--- config.mk ---
export PLATFORM = sky130hd
export DESIGN_NAME = rounded_rect_fan_vertex_gen
export DESIGN_NICKNAME = d
export VERILOG_FILES = /design/src/sv/rrfvg_pkg.sv /design/src/sv/rrfvg_regs.sv /design/src/sv/rrfvg_ctrl.sv /design/src/sv/rrfvg_datapath.sv /design/src/sv/rounded_rect_fan_vertex_gen.sv
export VERILOG_INCLUDE_DIRS = /design/src /design/src/sv
export SDC_FILE = /design/constraint.sdc
export NUM_CORES = 2
export LEC_CHECK = 0
export ABC_AREA = 1
export BUFFER_PORTS_ARGS = -buffer_cell sky130_fd_sc_hd__buf_2
export CAP_MARGIN = 20
export CORE_MARGIN = 1.5
export CORE_UTILIZATION = 60
export CTS_CLUSTER_DIAMETER = 60
export DETAILED_ROUTE_END_ITERATION = 8
export PLACE_DENSITY = 0.85
export SLEW_MARGIN = 40
export SYNTH_ARGS = -nofsm -noshare
export SYNTH_HDL_FRONTEND = slang
export SYNTH_SLANG_ARGS = --single-unit
--- constraint.sdc ---
create_clock -name clk -period 18.7 [get_ports clk]
set_input_delay 1.87 -clock clk [delete_from_list [all_inputs] [get_ports clk]]
set_output_delay 1.87 -clock clk [all_outputs]
set_load 0.02 [all_outputs]
--- src/sv/rounded_rect_fan_vertex_gen_defines.svh ---
// Assertion macros for the vertex generator; only rrfvg_ctrl uses them.
// Each use expects clk and rst_n in scope.
`ifndef ROUNDED_RECT_FAN_VERTEX_GEN_DEFINES_SVH
`define ROUNDED_RECT_FAN_VERTEX_GEN_DEFINES_SVH

`ifndef SYNTH
`define RRFVG_ASSERT(name, prop) \
  name: assert property (@(posedge clk) disable iff (!rst_n) (prop)) \
    else $error("rrfvg assertion failed");
`define RRFVG_ASSERT_NEXT(name, ante, cons) \
  name: assert property (@(posedge clk) disable iff (!rst_n) (ante) |=> (cons)) \
    else $error("rrfvg assertion failed");
`else
`define RRFVG_ASSERT(name, prop)
`define RRFVG_ASSERT_NEXT(name, ante, cons)
`endif

`endif

--- src/sv/rrfvg_pkg.sv ---
package rrfvg_pkg;

  localparam int MAX_SMOOTH = 13;
  localparam int SMOOTH_W   = 4;
  localparam int DIM_W      = 23;
  localparam int COORD_W    = 24;
  localparam int COLOR_W    = 32;
  localparam int SIN_W      = 16;
  localparam int PROD_W     = DIM_W + SIN_W;
  localparam int ADDR_W     = 5;
  localparam int DATA_W     = 32;

  localparam logic [SMOOTH_W-1:0] MAX_SMOOTH_V = SMOOTH_W'(MAX_SMOOTH);
  localparam logic [COLOR_W-1:0]  COLOR_RESET  = 32'hFFFF_FFFF;
  localparam logic [PROD_W-1:0]   Q15_HALF     = PROD_W'(1 << 14);

  // Register indexes on the configuration port.
  typedef enum logic [2:0] {
    REG_WIDTH  = 3'd0,
    REG_HEIGHT = 3'd1,
    REG_RADIUS = 3'd2,
    REG_SMOOTH = 3'd3,
    REG_COLOR  = 3'd4
  } reg_idx_t;

  // Sequencer states; each running state names the kind of vertex issued.
  typedef enum logic [2:0] {
    ST_IDLE,
    ST_CENTER,
    ST_EDGE,
    ST_ARC,
    ST_CLOSE
  } state_t;

  typedef struct packed {
    logic [DIM_W-1:0]    width;
    logic [DIM_W-1:0]    height;
    logic [DIM_W-1:0]    radius;
    logic [SMOOTH_W-1:0] smooth;
    logic [COLOR_W-1:0]  color;
  } cfg_t;

  typedef struct packed {
    logic                issue;
    logic                load_center;
    state_t              kind;
    logic [1:0]          corner;
    logic [SMOOTH_W-1:0] k;
  } cmd_t;

  typedef struct packed {
    logic                adv;
    logic [SMOOTH_W-1:0] n;
  } status_t;

  // Sine table indexed [n][k]: sin(k*90/n degrees) in Q1.15.
  typedef logic [MAX_SMOOTH+1:0][MAX_SMOOTH+1:0][SIN_W-1:0] sin_tab_t;

  function automatic logic [63:0] div_small(logic [63:0] num, int unsigned d);
    logic [63:0] q;
    case (d)
      1:       q = num / 1;
      2:       q = num / 2;
      3:       q = num / 3;
      4:       q = num / 4;
      5:       q = num / 5;
      6:       q = num / 6;
      7:       q = num / 7;
      8:       q = num / 8;
      9:       q = num / 9;
      10:      q = num / 10;
      11:      q = num / 11;
      12:      q = num / 12;
      13:      q = num / 13;
      14:      q = num / 14;
      default: q = num;
    endcase
    return q;
  endfunction

  function automatic logic [63:0] taylor_div(logic [63:0] num, int unsigned i);
    logic [63:0] q;
    case (i)
      1:       q = num / 6;
      2:       q = num / 20;
      3:       q = num / 42;
      4:       q = num / 72;
      5:       q = num / 110;
      6:       q = num / 156;
      default: q = num;
    endcase
    return q;
  endfunction

  // Odd Taylor series through x^13 on a Q2.30 angle, rounded to Q1.15.
  function automatic logic [SIN_W-1:0] sine_q15(int unsigned k, int unsigned n);
    logic [63:0] x;
    logic [63:0] x2;
    logic [63:0] term;
    logic [63:0] sum;
    logic [SIN_W-1:0] res;
    if (n == 0 || k == 0) begin
      res = '0;
    end else if (k >= n) begin
      res = SIN_W'(32768);
    end else begin
      x = div_small(64'(k) * 64'd1686629713 + 64'(n >> 1), n);
      x2 = (x * x + (64'd1 << 29)) >> 30;
      term = x;
      sum = x;
      for (int unsigned i = 1; i <= 6; i++) begin
        term = taylor_div((term * x2) >> 30, i);
        if (i[0]) sum = sum - term;
        else sum = sum + term;
      end
      sum = (sum + (64'd1 << 14)) >> 15;
      if (sum > 64'd32768) sum = 64'd32768;
      res = sum[SIN_W-1:0];
    end
    return res;
  endfunction

  function automatic sin_tab_t build_sin_tab();
    sin_tab_t t;
    for (int unsigned n = 0; n <= MAX_SMOOTH + 1; n++) begin
      for (int unsigned k = 0; k <= MAX_SMOOTH + 1; k++) begin
        t[n][k] = sine_q15(k, n);
      end
    end
    return t;
  endfunction

  localparam sin_tab_t SIN_TAB = build_sin_tab();

endpackage

--- src/sv/rrfvg_regs.sv ---
module rrfvg_regs
  import rrfvg_pkg::*;
(
  input  logic              clk,
  input  logic              rst_n,
  input  logic              psel,
  input  logic              penable,
  input  logic              pwrite,
  input  logic [ADDR_W-1:0] paddr,
  input  logic [DATA_W-1:0] pwdata,
  output logic [DATA_W-1:0] prdata,
  output logic              pready,
  output cfg_t              cfg
);

  cfg_t     cfg_r;
  cfg_t     cfg_nxt;
  reg_idx_t idx;
  logic     wr_en;

  assign idx    = reg_idx_t'(paddr[ADDR_W-1:2]);
  assign wr_en  = psel && penable && pwrite;
  assign pready = 1'b1;
  assign cfg    = cfg_r;

  always_comb begin
    cfg_nxt = cfg_r;
    if (wr_en) begin
      unique case (idx)
        REG_WIDTH:  cfg_nxt.width  = pwdata[DIM_W-1:0];
        REG_HEIGHT: cfg_nxt.height = pwdata[DIM_W-1:0];
        REG_RADIUS: cfg_nxt.radius = pwdata[DIM_W-1:0];
        REG_SMOOTH: cfg_nxt.smooth = pwdata[SMOOTH_W-1:0];
        REG_COLOR:  cfg_nxt.color  = pwdata[COLOR_W-1:0];
        default: ;
      endcase
    end
  end

  always_comb begin
    unique case (idx)
      REG_WIDTH:  prdata = DATA_W'(cfg_r.width);
      REG_HEIGHT: prdata = DATA_W'(cfg_r.height);
      REG_RADIUS: prdata = DATA_W'(cfg_r.radius);
      REG_SMOOTH: prdata = DATA_W'(cfg_r.smooth);
      REG_COLOR:  prdata = cfg_r.color;
      default:    prdata = '0;
    endcase
  end

  always_ff @(posedge clk) begin
    if (!rst_n) begin
      cfg_r.width  <= '0;
      cfg_r.height <= '0;
      cfg_r.radius <= '0;
      cfg_r.smooth <= '0;
      cfg_r.color  <= COLOR_RESET;
    end else begin
      cfg_r <= cfg_nxt;
    end
  end

endmodule

--- src/sv/rrfvg_ctrl.sv ---
`include "rounded_rect_fan_vertex_gen_defines.svh"

module rrfvg_ctrl
  import rrfvg_pkg::*;
(
  input  logic    clk,
  input  logic    rst_n,
  input  logic    in_valid,
  output logic    in_stall,
  input  status_t sts,
  output cmd_t    cmd
);

  state_t              state_r, state_nxt;
  logic [1:0]          corner_r, corner_nxt;
  logic [SMOOTH_W-1:0] k_r, k_nxt;
  logic                arc_done;

  assign arc_done = (k_r == sts.n);

  // Next state.
  always_comb begin
    state_nxt = state_r;
    unique case (state_r)
      ST_IDLE:   if (in_valid) state_nxt = ST_CENTER;
      ST_CENTER: if (sts.adv) state_nxt = ST_EDGE;
      ST_EDGE:   if (sts.adv) state_nxt = ST_ARC;
      ST_ARC: begin
        if (sts.adv && arc_done) state_nxt = (corner_r == 2'd3) ? ST_CLOSE : ST_EDGE;
      end
      ST_CLOSE:  if (sts.adv) state_nxt = ST_IDLE;
      default:   state_nxt = ST_IDLE;
    endcase
  end

  // Corner and arc step counters. The step stays at n once an arc is done, so
  // the sine table is never indexed past its last entry.
  always_comb begin
    corner_nxt = corner_r;
    k_nxt      = k_r;
    if (state_r == ST_IDLE) begin
      corner_nxt = 2'd0;
      k_nxt      = '0;
    end else if (sts.adv && state_r == ST_EDGE) begin
      k_nxt = SMOOTH_W'(1);
    end else if (sts.adv && state_r == ST_ARC) begin
      if (arc_done) corner_nxt = corner_r + 2'd1;
      else k_nxt = k_r + SMOOTH_W'(1);
    end
  end

  // Outputs.
  always_comb begin
    in_stall        = (state_r != ST_IDLE);
    cmd.issue       = (state_r != ST_IDLE);
    cmd.load_center = (state_r == ST_IDLE) && in_valid;
    cmd.kind        = state_r;
    cmd.corner      = corner_r;
    cmd.k           = k_r;
  end

  always_ff @(posedge clk) begin
    if (!rst_n) begin
      state_r  <= ST_IDLE;
      corner_r <= 2'd0;
      k_r      <= '0;
    end else begin
      state_r  <= state_nxt;
      corner_r <= corner_nxt;
      k_r      <= k_nxt;
    end
  end

  `RRFVG_ASSERT_NEXT(accept_starts_run, in_valid && !in_stall, state_r == ST_CENTER)
  `RRFVG_ASSERT_NEXT(close_ends_run, state_r == ST_CLOSE && sts.adv, state_r == ST_IDLE)
  `RRFVG_ASSERT(arc_step_in_range,
                (state_r == ST_ARC) |-> (k_r != '0 && k_r <= sts.n))

endmodule

--- src/sv/rrfvg_datapath.sv ---
module rrfvg_datapath
  import rrfvg_pkg::*;
(
  input  logic                      clk,
  input  logic                      rst_n,
  input  cfg_t                      cfg,
  input  cmd_t                      cmd,
  output status_t                   sts,
  input  logic signed [COORD_W-1:0] in_center_x,
  input  logic signed [COORD_W-1:0] in_center_y,
  output logic                      out_valid,
  input  logic                      out_stall,
  output logic signed [COORD_W-1:0] out_vertex_x,
  output logic signed [COORD_W-1:0] out_vertex_y,
  output logic [COLOR_W-1:0]        out_vertex_color,
  output logic                      out_last_vertex
);

  logic [SMOOTH_W-1:0] s_sat;
  logic [SMOOTH_W-1:0] n;
  logic [SMOOTH_W-1:0] cos_k;
  logic [SIN_W-1:0]    sin_v, cos_v;
  logic [COORD_W-1:0]  hx, hy, r;
  logic [COORD_W:0]    w_inc, h_inc;
  logic [COORD_W-1:0]  off_x, off_y;
  logic                adv;

  logic [COORD_W-1:0]  cx_r, cy_r;

  // Product stage.
  logic                a_valid_r;
  logic [COORD_W-1:0]  a_base_x_r, a_base_y_r;
  logic [PROD_W-1:0]   a_prod_s_r, a_prod_c_r;
  logic                a_arc_r, a_last_r;
  logic [1:0]          a_corner_r;

  // Output stage.
  logic                out_valid_r;
  logic [COORD_W-1:0]  out_x_r, out_y_r;
  logic                out_last_r;

  logic [PROD_W-1:0]   rs_sum, rc_sum;
  logic [COORD_W-1:0]  rs, rc, dx, dy;

  assign s_sat = (cfg.smooth > MAX_SMOOTH_V) ? MAX_SMOOTH_V : cfg.smooth;
  assign n     = s_sat + SMOOTH_W'(1);
  assign cos_k = n - cmd.k;
  assign sin_v = SIN_TAB[n][cmd.k];
  assign cos_v = SIN_TAB[n][cos_k];

  // Half sizes round to nearest, ties upward.
  assign w_inc = {2'b00, cfg.width} + (COORD_W + 1)'(1);
  assign h_inc = {2'b00, cfg.height} + (COORD_W + 1)'(1);
  assign hx    = w_inc[COORD_W:1];
  assign hy    = h_inc[COORD_W:1];
  assign r     = {1'b0, cfg.radius};

  assign adv     = !out_valid_r || !out_stall;
  assign sts.adv = adv;
  assign sts.n   = n;

  // Offset of the issued vertex from the request center (edge point or arc center).
  always_comb begin
    off_x = '0;
    off_y = '0;
    unique case (cmd.kind)
      ST_EDGE: begin
        case (cmd.corner)
          2'd0:    begin off_x = -hx;     off_y = r - hy; end
          2'd1:    begin off_x = hx - r;  off_y = -hy;    end
          2'd2:    begin off_x = hx;      off_y = hy - r; end
          default: begin off_x = r - hx;  off_y = hy;     end
        endcase
      end
      ST_ARC: begin
        case (cmd.corner)
          2'd0:    begin off_x = r - hx;  off_y = r - hy; end
          2'd1:    begin off_x = hx - r;  off_y = r - hy; end
          2'd2:    begin off_x = hx - r;  off_y = hy - r; end
          default: begin off_x = r - hx;  off_y = hy - r; end
        endcase
      end
      ST_CLOSE: begin
        off_x = -hx;
        off_y = r - hy;
      end
      default: begin
        off_x = '0;
        off_y = '0;
      end
    endcase
  end

  always_ff @(posedge clk) begin
    if (cmd.load_center) begin
      cx_r <= in_center_x;
      cy_r <= in_center_y;
    end
  end

  always_ff @(posedge clk) begin
    if (!rst_n) begin
      a_valid_r   <= 1'b0;
      out_valid_r <= 1'b0;
    end else if (adv) begin
      a_valid_r   <= cmd.issue;
      out_valid_r <= a_valid_r;
    end
  end

  always_ff @(posedge clk) begin
    if (adv) begin
      a_base_x_r <= cx_r + off_x;
      a_base_y_r <= cy_r + off_y;
      a_prod_s_r <= PROD_W'(cfg.radius) * PROD_W'(sin_v);
      a_prod_c_r <= PROD_W'(cfg.radius) * PROD_W'(cos_v);
      a_arc_r    <= (cmd.kind == ST_ARC);
      a_last_r   <= (cmd.kind == ST_CLOSE);
      a_corner_r <= cmd.corner;
    end
  end

  // Round the Q1.15 products back to Q15.8 and rotate them into the corner.
  assign rs_sum = a_prod_s_r + Q15_HALF;
  assign rc_sum = a_prod_c_r + Q15_HALF;
  assign rs     = rs_sum[PROD_W-1:15];
  assign rc     = rc_sum[PROD_W-1:15];

  always_comb begin
    dx = '0;
    dy = '0;
    if (a_arc_r) begin
      case (a_corner_r)
        2'd0:    begin dx = -rc; dy = -rs; end
        2'd1:    begin dx = rs;  dy = -rc; end
        2'd2:    begin dx = rc;  dy = rs;  end
        default: begin dx = -rs; dy = rc;  end
      endcase
    end
  end

  always_ff @(posedge clk) begin
    if (adv) begin
      out_x_r    <= a_base_x_r + dx;
      out_y_r    <= a_base_y_r + dy;
      out_last_r <= a_last_r;
    end
  end

  assign out_valid        = out_valid_r;
  assign out_vertex_x     = $signed(out_x_r);
  assign out_vertex_y     = $signed(out_y_r);
  assign out_vertex_color = cfg.color;
  assign out_last_vertex  = out_last_r;

endmodule

--- src/sv/rounded_rect_fan_vertex_gen.sv ---
// Rounded-rectangle triangle-fan vertex generator.
// The input channel (in_valid, in_stall, in_center_x, in_center_y) takes one
// item per rectangle: its center in signed Q15.8. For each item the result
// channel (out_valid, out_stall, out_vertex_*) delivers 10 + 4*S vertex items,
// S being the arc smoothness, capped at 13: the center, then per corner an edge point and
// S+1 arc points, clockwise from the top left, then the first edge point again
// with out_last_vertex set. Every vertex carries the configured fill color.
// The first vertex passes through the product and output registers after the
// item is accepted; then one vertex follows per cycle while the receiver does
// not stall. A new item is accepted in the cycle after the sequencer has issued
// the closing vertex, never earlier. While out_stall is high and a vertex waits
// at the output, the whole pipeline holds and the sequencer waits, so nothing is
// lost. The user must write size, radius, smoothness and color through the
// APB-style port only while the block is idle; the block does not enforce this.
// Reset empties the pipeline, returns the sequencer to idle and loads the
// register reset values (zero sizes, zero radius, zero smoothness, white color).
module rounded_rect_fan_vertex_gen
  import rrfvg_pkg::*;
(
  input  logic                      clk,
  input  logic                      rst_n,
  // Configuration port.
  input  logic                      psel,
  input  logic                      penable,
  input  logic                      pwrite,
  input  logic [ADDR_W-1:0]         paddr,
  input  logic [DATA_W-1:0]         pwdata,
  output logic [DATA_W-1:0]         prdata,
  output logic                      pready,
  // Request channel.
  input  logic                      in_valid,
  output logic                      in_stall,
  input  logic signed [COORD_W-1:0] in_center_x,
  input  logic signed [COORD_W-1:0] in_center_y,
  // Vertex channel.
  output logic                      out_valid,
  input  logic                      out_stall,
  output logic signed [COORD_W-1:0] out_vertex_x,
  output logic signed [COORD_W-1:0] out_vertex_y,
  output logic [COLOR_W-1:0]        out_vertex_color,
  output logic                      out_last_vertex
);

  cfg_t    cfg;
  cmd_t    cmd;
  status_t sts;

  // Register file; the user must ensure values stay fixed while a rectangle is being emitted (unenforced).
  rrfvg_regs u_regs (
    .clk     (clk),
    .rst_n   (rst_n),
    .psel    (psel),
    .penable (penable),
    .pwrite  (pwrite),
    .paddr   (paddr),
    .pwdata  (pwdata),
    .prdata  (prdata),
    .pready  (pready),
    .cfg     (cfg)
  );

  // Sequencer: walks center, edge, arc and closing vertices one per cycle while the pipeline does not stall.
  rrfvg_ctrl u_ctrl (
    .clk      (clk),
    .rst_n    (rst_n),
    .in_valid (in_valid),
    .in_stall (in_stall),
    .sts      (sts),
    .cmd      (cmd)
  );

  // Datapath: sine lookup, radius products and center offsets in one stage,
  // rounding, corner rotation and the final sum into the output register in the next.
  rrfvg_datapath u_dp (
    .clk              (clk),
    .rst_n            (rst_n),
    .cfg              (cfg),
    .cmd              (cmd),
    .sts              (sts),
    .in_center_x      (in_center_x),
    .in_center_y      (in_center_y),
    .out_valid        (out_valid),
    .out_stall        (out_stall),
    .out_vertex_x     (out_vertex_x),
    .out_vertex_y     (out_vertex_y),
    .out_vertex_color (out_vertex_color),
    .out_last_vertex  (out_last_vertex)
  );

endmodule

# Word-level counts from Yosys, hierarchy flattened
# Memories as Yosys holds them, arrays and structs flattened.
# Cells that the tools add are included.
totals:
  register_bits: 343
  mem_bits_ro: 3840
  out_inout_bits: 116
  word_cells: 128
  mem_count: 1
classes:
  add_sub_neg: 20
  n_mul: 2
  order_cmp: 4
  n_eq_ne: 20
  mux: 27
  bitwise: 3
  reduce_logical: 28
memory_table:
  columns: ["name", "depth", "width", "read_ports", "rd_clocked_by_memory_dff", "write_ports", "line", "source"]
  rows:
  - ["(name not given)", 16, 240, 1, 0, 0, "rrfvg_datapath.sv:48", "assign sin_v = SIN_TAB[n][cmd.k];"]
ops:
  columns: ["operator", "count"]
  rows:
  - ["one-hot mux 24 bit (3 select lines)", 6]
  - ["2-to-1 mux 240 bit", 1]
  - ["one-hot mux 32 bit (5 select lines)", 1]
  - ["binary-select mux 16 bit (select 4 bit)", 2]
  - ["adder 24 bit", 4]
  - ["2-to-1 mux 24 bit", 4]
  - ["negation 24 bit", 4]
  - ["adder 39 x 15 -> 39 bit (second input constant)", 2]
  - ["multiplier 23 x 16 -> 39 bit", 2]
  - ["adder 23 x 1 -> 24 bit (second input constant)", 2]
  - ["subtractor 23 x 24 -> 24 bit", 2]
  - ["subtractor 24 x 23 -> 24 bit", 2]
  - ["2-to-1 mux 16 bit", 2]
  - ["2-to-1 mux 3 bit", 6]
  - ["< comparator 4 x 5 -> 1 bit (second input constant)", 3]
  - ["one-hot mux 3 bit (5 select lines)", 1]
  - ["AND reduction 2 bit", 7]
  - ["equality test 3 x 2 -> 1 bit (second input constant)", 4]
  - ["adder 4 x 1 -> 4 bit (second input constant)", 2]
  - ["!= test 2 x 1 -> 1 bit (second input constant)", 4]
  - ["equality test 2 bit (second input constant)", 3]
  - ["equality test 3 x 1 -> 1 bit (second input constant)", 2]
  - ["equality test 3 bit (second input constant)", 2]
  - ["logical AND 1 bit", 6]
  - ["19 further kinds", 30]

# Depth between registers and ports, before layout
depth:
  depth_word: 8
  mapped_depth: 48

# Hierarchy
# Synthesis repeated with hierarchy kept, for this count alone.
unflattened:
  cells_unflattened: 7913
  hier_area_um2: 55603.3
modules_own_cells:
  columns: ["mod", "n_inst", "cells_per_inst", "area_per_inst_um2"]
  rows:
  - ["rrfvg_datapath", 1, 6988, 49869.1]
  - ["rrfvg_regs", 1, 823, 5068.6]
  - ["rrfvg_ctrl", 1, 102, 665.6]

# Worst setup path after synthesis
# OpenSTA, ideal clock, no wires.
synth_path:
  path_kind: "register -> register"
  startpoint: "register u_regs.cfg_r, in the netlist u_regs.cfg[35]"
  endpoint: "register u_dp.a_prod_c_r[31] (data pin)"
  setup_ns: 0.259
  arrival_time_ns: 8.241
  slack_ns: 10.200
  stages_incl_launch_ff: 42
  period_less_slack_ns: 8.500
  path_cell_list: "dfxtp_1 > buf_2 > nand3_1 > nand2_1 > buf_2 > ha_1 > inv_1 > nand2_2 > nand2_1 > buf_4 > buf_2 > ha_1 > inv_1 > or2_2 > nand2_1 > clkbuf_1 > clkbuf_1 > o21ai_0 > [... 6 more ...] > fa_1 > fa_1 > inv_1 > fa_1 > fa_1 > inv_1 > fa_1 > inv_1 > ha_1 > a21oi_1 > inv_1 > a31oi_1 > o21ai_0 > a221oi_1 > nand2_1 > nand2_1 > nand2_1 > xor2_1"
synth_between:
  elab_chain_cells: 8
synth_rtl:
  columns: ["item", "line", "source"]
  rows:
  - ["start: declaration", "rrfvg_regs.sv:16", "cfg_t cfg_r;"]
  - ["start signal: assignment", "rrfvg_regs.sv:59", "cfg_r <= cfg_nxt;"]
  - ["greater-than comparator 4 bit", "rrfvg_datapath.sv:45", "assign s_sat = (cfg.smooth > MAX_SMOOTH_V) ? MAX_SMOOTH_V : cfg.smooth;"]
  - ["2-to-1 mux 4 bit *", "rrfvg_datapath.sv:45", null]
  - ["adder 4 x 1 -> 4 bit *", "rrfvg_datapath.sv:46", "assign n = s_sat + SMOOTH_W'(1);"]
  - ["memory read (16 x 240 bit)", null, null]
  - ["2-to-1 mux 240 bit (implied by the code)", "rrfvg_datapath.sv:49", "assign cos_v = SIN_TAB[n][cos_k];"]
  - ["binary-select mux 16 bit (select 4 bit) *", "rrfvg_datapath.sv:49", null]
  - ["2-to-1 mux 16 bit (implied by the code) *", "rrfvg_datapath.sv:49", null]
  - ["multiplier 23 x 16 -> 39 bit *", "rrfvg_datapath.sv:116", "a_prod_c_r <= PROD_W'(cfg.radius) * PROD_W'(cos_v);"]
  - ["end signal: assignment", "rrfvg_datapath.sv:116", null]
  - ["end: declaration", "rrfvg_datapath.sv:33", "logic [PROD_W-1:0] a_prod_s_r, a_prod_c_r;"]
# Mark *: on every way between the ends. The rest lies on a longest branch, timed or not. The select of a mux whose other input is x is not followed.
# A chain may end at the register's enable or synchronous reset.

# Worst setup path after layout
layout_path:
  startpoint: "register u_regs.cfg_r, in the netlist u_regs.cfg[34]"
  endpoint: "register u_dp.a_prod_c_r[31] (data pin)"
# The elaborated chain is that of the path after synthesis.

==> impl_metrics.py <==
metrics = {
    "power": {
        "combPwrFrac_pct": 53.6,
        "power.leakage_nw": 28.8,
        "p_total_w": 0.00395,
        "ir_worst_vdd_mv": 0.0708,
        "switchingPower_w": 0.00192,
        "power_frac_seq_pct": 27.0,
        "switching_share_pct": 48.6,
        "p_int_w": 0.00203,
        "power.share.clock_pct": 19.4,
        "power.density_nw_per_um2": 68.1,
    },
    "sta": {
        "slew_violations": 0,
        "finalWorstSetupSlack_ns": 6.73,
        "rsz0062_at_grt": "false",
        "min_period_ns": 11.97,
        "timing.hold.ws_ns": 0.450,
        "setup_tns_ns": 0,
        "tightest_slew_ns": 0.979,
        "fmax_mhz": 83.6,
        "finClkSkew_ns": 0.0383,
        "finalCritPeriodShare_pct": 64.0,
        "setup_violations": 0,
        "slew_headroom_pct": 34.6,
        "hold_violations": 0,
    },
    "clocking": {
        "cts_root_buffer": "clkbuf_16",
        "worstSkewPairLatency_ns": 0.63,
        "cts_tree": "built",
        "cts_resized": 0,
        "postCtsSetupBuffers": 0,
        "cts_buffers": 38,
        "h-tree-depth": 2,
        "cts_hold_buf": 0,
        "cts_buffer_depth": 3,
        "clkTransAtPathRegs_ns": 0.06,
        "clkSinkCount": 315,
    },
    "placed_design": {
        "detailed_place_hpwl_um": 166000,
        "dpl_worst_slack_ns": 7.20,
        "place_congestion": 1.06,
        "port_buffers": 204,
    },
    "detailed_routing": {
        "vias": 55300,
        "drtAntennaViolNets": 0,
        "vias_per_cell": 6.23,
        "post_drt_wl_per_cell_um": 24.1,
        "drtPass1Iterations": 9,
        "drc": 0,
        "drtIter0Drc": 6928,
        "wl_um": 213000,
    },
    "floorplanning": {
        "dieArea_um2": 93200,
        "die_x_um": 305,
        "start_util_pct": 60.7,
        "io_pins": 208,
        "num_rows": 110,
        "dieHeight_um": 305,
        "coreArea_um2": 90300,
    },
    "synth": {
        "yosys_most_used_dff": "edfxtp_1",
        "ys_types": 72,
        "synth.yosys.seq_area_share_pct": 15.1,
        "syn_inst": 7657,
        "synth_top_family_by_area": "adder cells",
        "synth_mux_area_share_pct": 0,
        "async_reset_ff_share_pct": 0,
        "syn-num-nets": 8765,
        "synthesis.area_um2": 54800,
        "ys_ff_latch": 315,
        "synth_simple_gate_area_share_pct": 22.9,
        "synth_compound_area_share_pct": 14.1,
        "syn_area_per_cell_um2": 7.16,
        "yosys_warnings": 0,
        "synth_fa_ha_area_share_pct": 31.3,
        "synth_edf_count": 199,
        "synthXorXnorAreaFrac_pct": 4.78,
    },
    "run": {
        "cap_violations": 0,
    },
    "grt": {
        "grt_max_degree": 100,
        "gr-usage-all-layers_pct": 44.9,
        "first_global_vias": 53800,
        "antenna_found_initial": 1,
        "grt-ovfl-total": 0,
        "grt_pass1_wl_um": 317000,
    },
    "final_layout": {
        "nFillCells": 7952,
        "drive_above_1_share_pct": 6.87,
        "syn_to_final_growth_pct": 5.81,
        "multiInputGateArea_um2": 40200,
        "finalCoreUtilization_pct": 64.2,
        "diodes": 0,
        "nNetsFinal": 8776,
        "seq_area_um2": 8300,
    },
    "worst_setup_path": {
        "startpoint_type": "flop",
        "cp_slowest_cell": "dfxtp_1",
        "cpMostUsedCell": "inv_1",
        "critPathKind": "reg -> reg",
        "endpoint_kind": "flop",
        "cp_max_fo": 24,
        "slowest_delay_ns": 0.71,
        "cp.required_ns": 19.05,
        "cp_data_arrival_time_ns": 12.31,
    },
    "hold_path": {
        "hold_class": "reg -> reg",
    },
    "status": {
        "outcome": "complete, no violations",
    },
}
==> worst max-delay path, delay by kind of cell (launching register included) <==
kind | cells | cell delay, ns
fa+ha+maj | 9 | 4.55
flops | 1 | 0.71
buf+inv | 12 | 2.74
xor+xnor | 1 | 0.14
compound gates | 6 | 1.18
simple gates | 10 | 2.34
==> power by group through the flow <==
| stage | Sequential [W] | Combinational [W] | Clock [W] |
|---|---|---|---|
| 2_1_floorplan | 0.00113 | 0.00131 | 0 |
| 3_3_place_gp | 0.00107 | 0.00200 | 0 |
| 3_5_place_dp | 0.00108 | 0.00203 | 0 |
| 4_1_cts | 0.00107 | 0.00205 | 0.000769 |
| 5_1_grt | 0.00108 | 0.00226 | 0.000797 |
| 6_report | 0.00107 | 0.00212 | 0.000767 |
==> layer usage <==
metal	up-vias	wire [um]	track usage [%]
met5	-	212	1.55
met4	6	15900	27.0
li1	24500	-	-
met3	968	30300	14.4
met2	4013	87700	66.1
met1	25800	79300	57.4
==> cells by family after synthesis <==
family | after synthesis
compound gates | 1331
xor+xnor | 291
fa+ha+maj | 1016
buf+inv | 1654
flops | 315
other cells | 1
simple gates | 3049
==> cell usage after synthesis, types with 41 or more instances <==
master	number	area, um^2
fa_1	591	11800
a21oi_1	480	2400
dfxtp_1	116	2320
nand4_1	62	388
nand3_1	303	1520
xnor2_1	61	534
buf_4	42	315
buf_2	41	205
inv_1	1279	4800
o22ai_1	41	257
nor3_1	81	405
o221ai_1	46	403
nor2_1	776	2910
nand2_1	1694	6360
clkbuf_1	243	912
o21ai_0	436	2180
xor2_1	222	1940
ha_1	425	5320
o2111ai_1	43	377
o211ai_1	47	353
edfxtp_1	199	5980
==> sequential cells by signal, indices dropped and copies added, names as in the netlist, 2 cells and up <==
| signal | count |
|---|---|
| u_dp.out_vertex_x | 24 |
| u_dp.cy_r | 24 |
| u_ctrl.state_r | 3 |
| u_ctrl.k_r | 4 |
| u_dp.a_base_y_r | 24 |
| u_regs.cfg | 105 |
| u_dp.a_base_x_r | 24 |
| u_dp.a_prod_s_r | 25 |
| u_dp.a_prod_c_r | 25 |
| u_dp.out_vertex_y | 24 |
| u_dp.cx_r | 24 |
| u_ctrl.corner_r | 2 |
| u_dp.a_corner_r | 2 |
==> stage by stage <==
step	std cells	area (um^2)
3_3_place_gp	8804	56700
5_1_grt	8874	58000
2_1_floorplan	7657	54800
3_5_place_dp	8804	56700
6_report	8874	58000
4_1_cts	8874	58000
==> placed cells by master, fill, tap and decap left out, types with 10 or more instances in the layout <==
master and instances:
o21a_1 25, nand4_1 62, inv_1 1276, nor2_1 771, nor2_2 17, buf_2 204
o2111ai_1 43, inv_2 25, o221ai_1 46, nand2_1 1687, o21ai_0 435, or2_2 23
o211ai_1 47, xnor2_1 60, clkinv_1 19, dfxtp_1 112, o21bai_1 13, nor3_2 10
nand3b_1 14, o21ai_1 32, a31oi_1 37, ha_1 424, o22ai_1 40, fa_1 591
a221oi_1 25, a21oi_1 479, edfxtp_1 199, nand2_2 26, a211oi_1 26, buf_4 102
a22oi_1 10, nand3_1 303, a21o_1 13, xor2_1 219, nor4_1 24, o31ai_1 12
nor3_1 79, clkbuf_16 38
==> area by class of cell <==
| cell class | instances | share of cell area [%] |
|---|---|---|
| Timing Repair Buffer | 307 | 3.10 |
| Multi-Input combinational cell | 5688 | 69.3 |
| Inverter | 1318 | 8.53 |
| Clock inverter | 26 | 0.503 |
| Tap cell | 1176 | 2.54 |
| Clock buffer | 44 | 1.71 |
| Sequential cell | 315 | 14.3 |
==> final timing paths <==
path,end,depth (start not counted),slack (ns),from
worst max-delay path,u_dp.a_prod_c_r[31]$_DFFE_PN_,38,6.73,u_regs.cfg[34]$_SDFFE_PN0P_
worst min-delay path,u_dp.out_last_vertex$_DFFE_PN_,0,0.45,u_dp.a_last_r$_DFFE_PN_
worst max register to register,u_dp.a_prod_c_r[31]$_DFFE_PN_,38,6.73,u_regs.cfg[34]$_SDFFE_PN0P_
worst min register to register,u_dp.out_last_vertex$_DFFE_PN_,0,0.45,u_dp.a_last_r$_DFFE_PN_
No activity file was read; power rests on OpenSTA's default activity.
